`src/ert_pkg.sv`:
```
// Shared types and codes for the expiring resident table.
// Used by the channel interfaces, the table cells, the head logic and the top level.
`timescale 1ns / 1ps

package ert_pkg;

  localparam int unsigned CntW = 15;
  localparam int unsigned IdW = 6;
  localparam int unsigned ReqW = 3;
  localparam int unsigned CmdW = 2;

  localparam logic [CntW-1:0] ReloadRst = 15'd30;

  // Request codes.
  localparam logic [ReqW-1:0] REQ_GET = 3'd0;
  localparam logic [ReqW-1:0] REQ_TICK = 3'd1;
  localparam logic [ReqW-1:0] REQ_FLUSH_UNPINNED = 3'd2;
  localparam logic [ReqW-1:0] REQ_FLUSH_PINNED = 3'd3;
  localparam logic [ReqW-1:0] REQ_PIN = 3'd4;
  localparam logic [ReqW-1:0] REQ_CLEAR = 3'd5;
  localparam logic [ReqW-1:0] REQ_RELEASE_ALL = 3'd6;

  // Result command codes.
  localparam logic [CmdW-1:0] CMD_ACK = 2'd0;
  localparam logic [CmdW-1:0] CMD_LOAD = 2'd1;
  localparam logic [CmdW-1:0] CMD_RELEASE = 2'd2;

  typedef struct packed {
    logic            loaded;
    logic            pinned;
    logic [CntW-1:0] cnt;
  } entry_t;

endpackage

```
`src/ert_req_if.sv`:
```
// Request channel: valid/ready handshake with the request type and entry id.
// Depends on ert_pkg for field widths.
`timescale 1ns / 1ps

interface ert_req_if;
  logic                     valid;
  logic                     ready;
  logic [ert_pkg::ReqW-1:0] req_type;
  logic [ert_pkg::IdW-1:0]  entry_id;

  modport source (output valid, output req_type, output entry_id, input ready);
  modport sink (input valid, input req_type, input entry_id, output ready);
endinterface

```
`src/ert_rsp_if.sv`:
```
// Result channel: valid/ready handshake with command, target id and last flag.
// Depends on ert_pkg for field widths.
`timescale 1ns / 1ps

interface ert_rsp_if;
  logic                     valid;
  logic                     ready;
  logic [ert_pkg::CmdW-1:0] command;
  logic [ert_pkg::IdW-1:0]  target_id;
  logic                     last;

  modport source (output valid, output command, output target_id, output last, input ready);
  modport sink (input valid, input command, input target_id, input last, output ready);
endinterface

```
`src/ert_cell.sv`:
```
// One table cell: holds the state of one entry and takes its neighbor's entry on a shift.
// Depends on ert_pkg for the entry type.
`timescale 1ns / 1ps

module ert_cell (
  input  logic            clk_i,
  input  logic            rst_ni,
  input  logic            shift_i,
  input  ert_pkg::entry_t entry_i,
  output ert_pkg::entry_t entry_o
);

  ert_pkg::entry_t entry_q;

  always_ff @(posedge clk_i or negedge rst_ni) begin
    if (!rst_ni) begin
      entry_q <= '0;
    end else if (shift_i) begin
      entry_q <= entry_i;
    end
  end

  assign entry_o = entry_q;

endmodule

```
`src/ert_head.sv`:
```
// Head-of-ring update: applies the current request to the entry leaving cell 0.
// Depends on ert_pkg for request codes, command codes and the entry type.
`timescale 1ns / 1ps

module ert_head (
  input  ert_pkg::entry_t             entry_i,
  input  logic [ert_pkg::ReqW-1:0]    req_type_i,
  input  logic                        hit_i,
  input  logic [ert_pkg::CntW-1:0]    reload_i,
  output ert_pkg::entry_t             entry_o,
  output logic                        emit_o,
  output logic [ert_pkg::CmdW-1:0]    cmd_o
);

  logic [ert_pkg::CntW-1:0] dec;
  logic                     stale;

  assign dec = entry_i.cnt - ert_pkg::CntW'(1);
  assign stale = entry_i.loaded && (entry_i.cnt < reload_i);

  always_comb begin
    entry_o = entry_i;
    emit_o = 1'b0;
    cmd_o = ert_pkg::CMD_RELEASE;
    unique case (req_type_i)
      ert_pkg::REQ_GET, ert_pkg::REQ_PIN: begin
        cmd_o = ert_pkg::CMD_LOAD;
        if (hit_i) begin
          emit_o = !entry_i.loaded;
          entry_o.loaded = 1'b1;
          entry_o.cnt = reload_i;
          if (req_type_i == ert_pkg::REQ_PIN) begin
            entry_o.pinned = 1'b1;
          end
        end
      end
      ert_pkg::REQ_TICK: begin
        if (entry_i.loaded && !entry_i.pinned) begin
          entry_o.cnt = dec;
          if (dec == '0) begin
            entry_o.loaded = 1'b0;
            emit_o = 1'b1;
          end
        end
      end
      ert_pkg::REQ_FLUSH_UNPINNED: begin
        if (stale && !entry_i.pinned) begin
          entry_o.loaded = 1'b0;
          emit_o = 1'b1;
        end
      end
      ert_pkg::REQ_FLUSH_PINNED: begin
        if (stale && entry_i.pinned) begin
          entry_o.loaded = 1'b0;
          entry_o.pinned = 1'b0;
          emit_o = 1'b1;
        end
      end
      ert_pkg::REQ_CLEAR: begin
        entry_o = '0;
      end
      ert_pkg::REQ_RELEASE_ALL: begin
        emit_o = entry_i.loaded;
      end
      default: begin
        emit_o = 1'b0;
      end
    endcase
  end

endmodule

```
`src/expiring_resident_table_unit.sv`:
```
// Expiring resident table: a ring of entry cells that rotates once per request.
// A request sweeps the full rotation of the cell ring and ends in a final beat that carries
// last; the ring holds while the result side stalls a found entry. One request is in work
// at a time: a new request is taken only when idle, after the last one loaded its final beat.
// Reset clears every entry at once and loads the reload register with 30.
`timescale 1ns / 1ps

module expiring_resident_table_unit #(
  parameter int unsigned ENTRIES = 64
) (
  input  logic                       clk_i,
  input  logic                       rst_ni,
  input  logic                       cfg_we_i,
  input  logic [ert_pkg::CntW-1:0]   cfg_wdata_i,
  ert_req_if.sink                    req_i,
  ert_rsp_if.source                  rsp_o
);

  localparam int unsigned StepW = $clog2(ENTRIES);
  localparam logic [StepW-1:0] LastStep = StepW'(ENTRIES - 1);

  typedef enum logic [1:0] {
    ST_IDLE,
    ST_SWEEP,
    ST_FINISH
  } state_e;

  state_e                   state_q;
  logic [ert_pkg::ReqW-1:0] req_q;
  logic [ert_pkg::IdW-1:0]  id_q;
  logic [StepW-1:0]         step_q;
  logic [ert_pkg::CntW-1:0] reload_q;

  // Pending result: held back one find so the final beat of a sweep can carry last.
  logic                     pend_valid_q;
  logic [ert_pkg::CmdW-1:0] pend_cmd_q;
  logic [ert_pkg::IdW-1:0]  pend_id_q;

  logic                     out_valid_q;
  logic [ert_pkg::CmdW-1:0] out_cmd_q;
  logic [ert_pkg::IdW-1:0]  out_id_q;
  logic                     out_last_q;

  ert_pkg::entry_t          ring [ENTRIES];
  ert_pkg::entry_t          head_nxt;
  logic                     head_emit;
  logic [ert_pkg::CmdW-1:0] head_cmd;
  logic                     out_free;
  logic                     adv;
  logic                     shift;
  logic                     req_acc;
  logic                     out_load;

  assign out_free = !out_valid_q || rsp_o.ready;
  assign adv = !(head_emit && pend_valid_q) || out_free;
  assign shift = (state_q == ST_SWEEP) && adv;
  assign req_acc = req_i.valid && req_i.ready;
  // The output register takes a new beat this cycle.
  assign out_load = (shift && head_emit && pend_valid_q) ||
                    ((state_q == ST_FINISH) && out_free);

  assign req_i.ready = (state_q == ST_IDLE);
  assign rsp_o.valid = out_valid_q;
  assign rsp_o.command = out_cmd_q;
  assign rsp_o.target_id = out_id_q;
  assign rsp_o.last = out_last_q;

  ert_head u_head (
    .entry_i    (ring[0]),
    .req_type_i (req_q),
    .hit_i      (id_q == ert_pkg::IdW'(step_q)),
    .reload_i   (reload_q),
    .entry_o    (head_nxt),
    .emit_o     (head_emit),
    .cmd_o      (head_cmd)
  );

  // Cell k takes the entry of cell k+1; the last cell takes the updated head entry.
  for (genvar k = 0; k < ENTRIES; k++) begin : g_cell
    ert_pkg::entry_t cell_in;
    if (k == ENTRIES - 1) begin : g_tail
      assign cell_in = head_nxt;
    end else begin : g_mid
      assign cell_in = ring[k+1];
    end
    ert_cell u_cell (
      .clk_i   (clk_i),
      .rst_ni  (rst_ni),
      .shift_i (shift),
      .entry_i (cell_in),
      .entry_o (ring[k])
    );
  end

  always_ff @(posedge clk_i or negedge rst_ni) begin
    if (!rst_ni) begin
      reload_q <= ert_pkg::ReloadRst;
    end else if (cfg_we_i) begin
      reload_q <= cfg_wdata_i;
    end
  end

  always_ff @(posedge clk_i or negedge rst_ni) begin
    if (!rst_ni) begin
      state_q <= ST_IDLE;
      req_q <= '0;
      id_q <= '0;
      step_q <= '0;
      pend_valid_q <= 1'b0;
      pend_cmd_q <= ert_pkg::CMD_ACK;
      pend_id_q <= '0;
      out_valid_q <= 1'b0;
      out_cmd_q <= ert_pkg::CMD_ACK;
      out_id_q <= '0;
      out_last_q <= 1'b0;
    end else begin
      if (rsp_o.ready && !out_load) begin
        out_valid_q <= 1'b0;
      end
      unique case (state_q)
        ST_IDLE: begin
          if (req_acc) begin
            req_q <= req_i.req_type;
            id_q <= req_i.entry_id;
            step_q <= '0;
            pend_valid_q <= 1'b0;
            state_q <= ST_SWEEP;
          end
        end
        ST_SWEEP: begin
          if (adv) begin
            if (head_emit) begin
              if (pend_valid_q) begin
                out_valid_q <= 1'b1;
                out_cmd_q <= pend_cmd_q;
                out_id_q <= pend_id_q;
                out_last_q <= 1'b0;
              end
              pend_valid_q <= 1'b1;
              pend_cmd_q <= head_cmd;
              pend_id_q <= ert_pkg::IdW'(step_q);
            end
            if (step_q == LastStep) begin
              state_q <= ST_FINISH;
            end else begin
              step_q <= step_q + StepW'(1);
            end
          end
        end
        ST_FINISH: begin
          if (out_free) begin
            out_valid_q <= 1'b1;
            out_last_q <= 1'b1;
            out_cmd_q <= pend_valid_q ? pend_cmd_q : ert_pkg::CMD_ACK;
            out_id_q <= pend_valid_q ? pend_id_q : '0;
            pend_valid_q <= 1'b0;
            state_q <= ST_IDLE;
          end
        end
        default: begin
          state_q <= ST_IDLE;
        end
      endcase
    end
  end

`ifndef SYNTHESIS
  a_pend_only_busy: assert property (@(posedge clk_i) disable iff (!rst_ni)
    pend_valid_q |-> (state_q != ST_IDLE))
    else $error("pending result held while idle");

  a_accept_starts_sweep: assert property (@(posedge clk_i) disable iff (!rst_ni)
    req_acc |=> (state_q == ST_SWEEP) && (step_q == '0))
    else $error("accepted request did not start a sweep at entry zero");

  a_sweep_ends: assert property (@(posedge clk_i) disable iff (!rst_ni)
    shift && (step_q == LastStep) |=> (state_q == ST_FINISH))
    else $error("sweep did not finish after the last entry");

  a_ack_is_last: assert property (@(posedge clk_i) disable iff (!rst_ni)
    out_valid_q && (out_cmd_q == ert_pkg::CMD_ACK) |-> out_last_q && (out_id_q == '0))
    else $error("acknowledge beat without last or with nonzero target");

  a_no_stall_loss: assert property (@(posedge clk_i) disable iff (!rst_ni)
    (state_q == ST_SWEEP) && head_emit && pend_valid_q && !out_free |=> $stable(step_q))
    else $error("ring advanced while a found entry had no room");
`endif

endmodule

```
`src/flat_wrapper.sv`:
```
// flat-port wrapper written by rule: the top's interface ports become plain ports
module expiring_resident_table_unit_flat 
#(
  parameter int unsigned ENTRIES = 64
)
  (clk_i, rst_ni, cfg_we_i, cfg_wdata_i, req_i_valid, req_i_req_type, req_i_entry_id, req_i_ready, rsp_o_valid, rsp_o_command, rsp_o_target_id, rsp_o_last, rsp_o_ready);
  ert_req_if req_i_i ();
  ert_rsp_if rsp_o_i ();
  input  logic clk_i;
  input  logic rst_ni;
  input  logic cfg_we_i;
  input  logic [ert_pkg::CntW-1:0] cfg_wdata_i;
  input wire logic [$bits(req_i_i.valid)-1:0] req_i_valid;
  input wire logic [$bits(req_i_i.req_type)-1:0] req_i_req_type;
  input wire logic [$bits(req_i_i.entry_id)-1:0] req_i_entry_id;
  output wire logic [$bits(req_i_i.ready)-1:0] req_i_ready;
  output wire logic [$bits(rsp_o_i.valid)-1:0] rsp_o_valid;
  output wire logic [$bits(rsp_o_i.command)-1:0] rsp_o_command;
  output wire logic [$bits(rsp_o_i.target_id)-1:0] rsp_o_target_id;
  output wire logic [$bits(rsp_o_i.last)-1:0] rsp_o_last;
  input wire logic [$bits(rsp_o_i.ready)-1:0] rsp_o_ready;
  assign req_i_i.valid = req_i_valid;
  assign req_i_i.req_type = req_i_req_type;
  assign req_i_i.entry_id = req_i_entry_id;
  assign req_i_ready = req_i_i.ready;
  assign rsp_o_valid = rsp_o_i.valid;
  assign rsp_o_command = rsp_o_i.command;
  assign rsp_o_target_id = rsp_o_i.target_id;
  assign rsp_o_last = rsp_o_i.last;
  assign rsp_o_i.ready = rsp_o_ready;
  expiring_resident_table_unit #(.ENTRIES(ENTRIES)) u_core (.clk_i(clk_i), .rst_ni(rst_ni), .cfg_we_i(cfg_we_i), .cfg_wdata_i(cfg_wdata_i), .req_i(req_i_i), .rsp_o(rsp_o_i));
endmodule
```
`config.mk`:
```
export PLATFORM = sky130hd
export DESIGN_NAME = expiring_resident_table_unit_flat
export DESIGN_NICKNAME = d
export VERILOG_FILES = /design/src/ert_pkg.sv /design/src/ert_req_if.sv /design/src/ert_rsp_if.sv /design/src/ert_cell.sv /design/src/ert_head.sv /design/src/expiring_resident_table_unit.sv /design/src/flat_wrapper.sv
export SDC_FILE = /design/constraint.sdc
export NUM_CORES = 2
export LEC_CHECK = 0
export BUFFER_PORTS_ARGS = -buffer_cell sky130_fd_sc_hd__buf_2
export CAP_MARGIN = 10
export CORE_MARGIN = 2
export CORE_UTILIZATION = 35
export CTS_BUF_LIST = sky130_fd_sc_hd__clkbuf_4 sky130_fd_sc_hd__clkbuf_8 sky130_fd_sc_hd__clkbuf_16
export DETAILED_ROUTE_END_ITERATION = 12
export HOLD_SLACK_MARGIN = 0.15
export SYNTH_ARGS = -nofsm -noshare
export SYNTH_HDL_FRONTEND = slang
export SYNTH_HIERARCHICAL = 1
export SYNTH_SLANG_ARGS = --single-unit
```
`constraint.sdc`:
```
create_clock -name clk_i -period 11 [get_ports clk_i]
set_input_delay 1.1 -clock clk_i [delete_from_list [all_inputs] [get_ports clk_i]]
set_output_delay 1.1 -clock clk_i [all_outputs]
set_load 0.02 [all_outputs]
```
==> results_dict.tcl <==
set metrics [dict create \
    status "finished clean" \
    rsz0062_at_grt "no" \
    vias_per_cell 4.50 \
    yosys-top-cells-count "1135 x dfrtp_1, 640 x mux2_4, 483 x mux2_2" \
    post-route-util_pct 38.7 \
    synth_seq_area_share_pct 60.0 \
    skew_ns 0.0443 \
    clk_latency_ns 0.71 \
    cellPowerDensity_nw_per_um2 211 \
    synthArstFlopShare_pct 100 \
    worstPathCellList "inv_1, ha_1, nor3b_1, nand2b_1, nor4_1, xnor2_1, nand4_1, o21ai_0, nand4b_2, and2_4, buf_4, buf_4, mux2_2" \
    cp-end-kind "flip-flop" \
    ys_ff_latch 1139 \
    yosysTopAreaCellShare_pct 59.8 \
    dr.pass1.iters 5 \
    ir_worst_vdd_mv 0.213 \
    first_global_vias 22100 \
    crit_fanout 62 \
    drive_gt1_share_pct 49.8 \
    cts_tree "done" \
    max_stage_delay_ns 0.91 \
    grt_usage_pct 9.63 \
    setup.worst_path.start_class "flip-flop" \
    initial_core_util_pct 35.2 \
    coreArea_um2 135000 \
    pin_count 40 \
    clock_path_buffers 3 \
    synthCells 2701 \
    max_freq_mhz 191 \
    ctsResizeCount 0 \
    cts_root_buf "clkbuf_16" \
    overflow 0 \
    r2r_setup_slack_ns 5.77 \
    die_width_um 372 \
    dr.first_iter.drc_count 1271 \
    synth_edf_count 0 \
    slew_headroom_pct 25.0 \
    clock-sinks 1139 \
    cp_num_buf_inv 3 \
    ant_nets 0 \
    postSynthNetCount 2752 \
    criticalPathCategory "reg2reg" \
    critPathArrivalTime_ns 5.81 \
    period_minus_slack_ns 5.23 \
    num_rows 135 \
    syn_to_final_growth_pct 10.1 \
    grt_max_degree 192 \
    period_share_pct 47.5 \
    netlist_area_um2 47500 \
    drt-wirelength-per-cell_um 14.0 \
    vias 20700 \
    h-tree-depth 3 \
    ys.flop_type "dfrtp_1" \
    synthDistinctLibCells 62 \
    dieHeight_um 372 \
    final_net_count 2783 \
    wirelength_um 64600 \
    yosysTopAreaCell "dfrtp_1" \
    cts_made_buffers 114 \
    power_leakage_nw 26.2 \
    dieArea_um2 139000 \
    hpwlAfterDp_um 34500 \
    grt_pass1_wl_um 114000 \
    fillers 12400 \
    yosysWarnings 6 \
    holdBufCountCts 0 \
    yosysMostFrequentCell "dfrtp_1" \
    clk_pin_slew_ns 0.06 \
    hold_viol 0 \
    hp-class "in2async" \
    cts_setup_buffers 0 \
    setup_viol 0 \
    route.detailed.drc 0 \
    synthTopCellsByArea "dfrtp_1 60%, mux2_4 20%, mux2_2 11%" \
    cp_top_family "buffers and inverters" \
    slew_viol_final 0 \
    max_cap_violations 0 \
    path_common_cell "buf_4" \
    io_buffers 39 \
    p_total_mw 11.1 \
    tns_ns 0 \
    crit_required_ns 11.59 \
    slowest_stage "buf_4" \
    antenna_found_initial 3 \
    avgSynthCellArea_um2 17.6 \
    worstMarginPinSlew_ns 1.12 \
    gp_congestion 0.788 \
]
-- sequential cells by signal, summed over array words and instances (netlist names) --
name	count
u_core/reload_q	15
u_core/rsp_o.command	2
u_core/step_q	6
u_core/pend_cmd_q	2
u_core/rsp_o.target_id	6
u_core/pend_id_q	6
u_core/rsp_o.valid	1
u_core/state_q	2
u_core/req_q	3
u_core/id_q	6
u_core/rsp_o.last	1
u_core/g_cell.u_cell/entry_o	1088
u_core/pend_valid_q	1
-- cell type report --
type	instances	area, µm²	area share (%)
flip-flops and latches	1139	28500	54.5
multi-input cells	1393	16800	32.2
clock buffers	167	3480	6.65
well taps	1781	2230	4.26
clock inverters	46	702	1.34
repair buffers	60	475	0.909
inverters	24	90.1	0.172
diodes	1	2.50	0.00478
-- final timing paths --
check / startpoint / end / depth (start not counted)
setup / recovery: u_core/g_cell[0].u_cell/entry_o[0] / u_core/g_cell[24].u_cell/entry_o[0] / 13
hold / removal: rst_ni / u_core/g_cell[25].u_cell/entry_o[13] / 1
setup reg to reg: u_core/g_cell[0].u_cell/entry_o[0] / u_core/g_cell[24].u_cell/entry_o[0] / 13
hold reg to reg: u_core/g_cell[9].u_cell/entry_o[1] / u_core/g_cell[8].u_cell/entry_o[1] / 1
max in group asynchronous: rst_ni / u_core/g_cell[40].u_cell/entry_o[15] / 3
min in group clk_i: u_core/g_cell[9].u_cell/entry_o[1] / u_core/g_cell[8].u_cell/entry_o[1] / 1
-- routing by layer --
| layer | wire [µm] | vias up | global-route usage [%] |
|---|---|---|---|
| li1 | - | 9628 | - |
| met1 | 32600 | 10800 | 14.2 |
| met2 | 28100 | 205 | 13.8 |
| met3 | 2210 | 117 | 2.14 |
| met4 | 1650 | 0 | 3.51 |
| met5 | 0 | - | 0 |
-- logic make-up after synthesis --
logic type,count (synthesis),share of synthesized area [%]
muxes,1132,31.9
adders and majority gates,22,0.580
xor gates and xnor gates,12,0.221
buffers and inverters,169,4.58
and+or+nand+nor,139,1.48
AOI/OAI and AO/OA,88,1.25
DFF,1139,60.0
-- per-stage QoR --
stage	worst slack (ns)	area (µm²)	std cells	hold WS, ns
2_1_floorplan	5.89	47500	2701	0.475
3_3_place_gp	5.81	48100	4397	0.480
3_5_place_dp	5.80	48100	4397	0.481
4_1_cts	5.78	52300	4610	0.437
5_1_grt	5.22	52300	4610	0.477
6_report	5.77	52300	4611	0.451
-- report_power, final --
part	switching [mW]	internal, mW
Clock	1.62	2.55
Combinational	1.21	1.08
Sequential	0.164	4.43
Total	3.00	8.06
-- cells in the final DEF, fill, tap and decap left out, drive strengths merged, types with 4 or more instances in the layout --
| cell | instances |
|---|---|
| o21ai | 33 |
| nor2b | 5 |
| a21oi | 15 |
| mux2 | 1123 |
| a221o | 5 |
| nand3 | 9 |
| mux2i | 9 |
| buf | 60 |
| nand4 | 5 |
| dfrtp | 1135 |
| ha | 22 |
| or3 | 6 |
| nand2b | 10 |
| nor2 | 27 |
| clkinv | 27 |
| dfstp | 4 |
| nor3 | 8 |
| inv | 26 |
| nor4 | 5 |
| clkbuf | 167 |
| nand2 | 48 |
| bufinv | 15 |
| a21o | 4 |
| xnor2 | 9 |
-- worst register-to-register path, stage by stage, from the launching register on --
cell and delay [ns]:
dfrtp_1 0.46, inv_1 0.13, ha_1 0.32, nor3b_1 0.26, nand2b_1 0.19, nor4_1 0.33, xnor2_1 0.12, nand4_1 0.14
o21ai_0 0.24, nand4b_2 0.23, and2_4 0.47, buf_4 0.77, buf_4 0.99, mux2_2 0.47
Power figures use the tool's default switching activity.
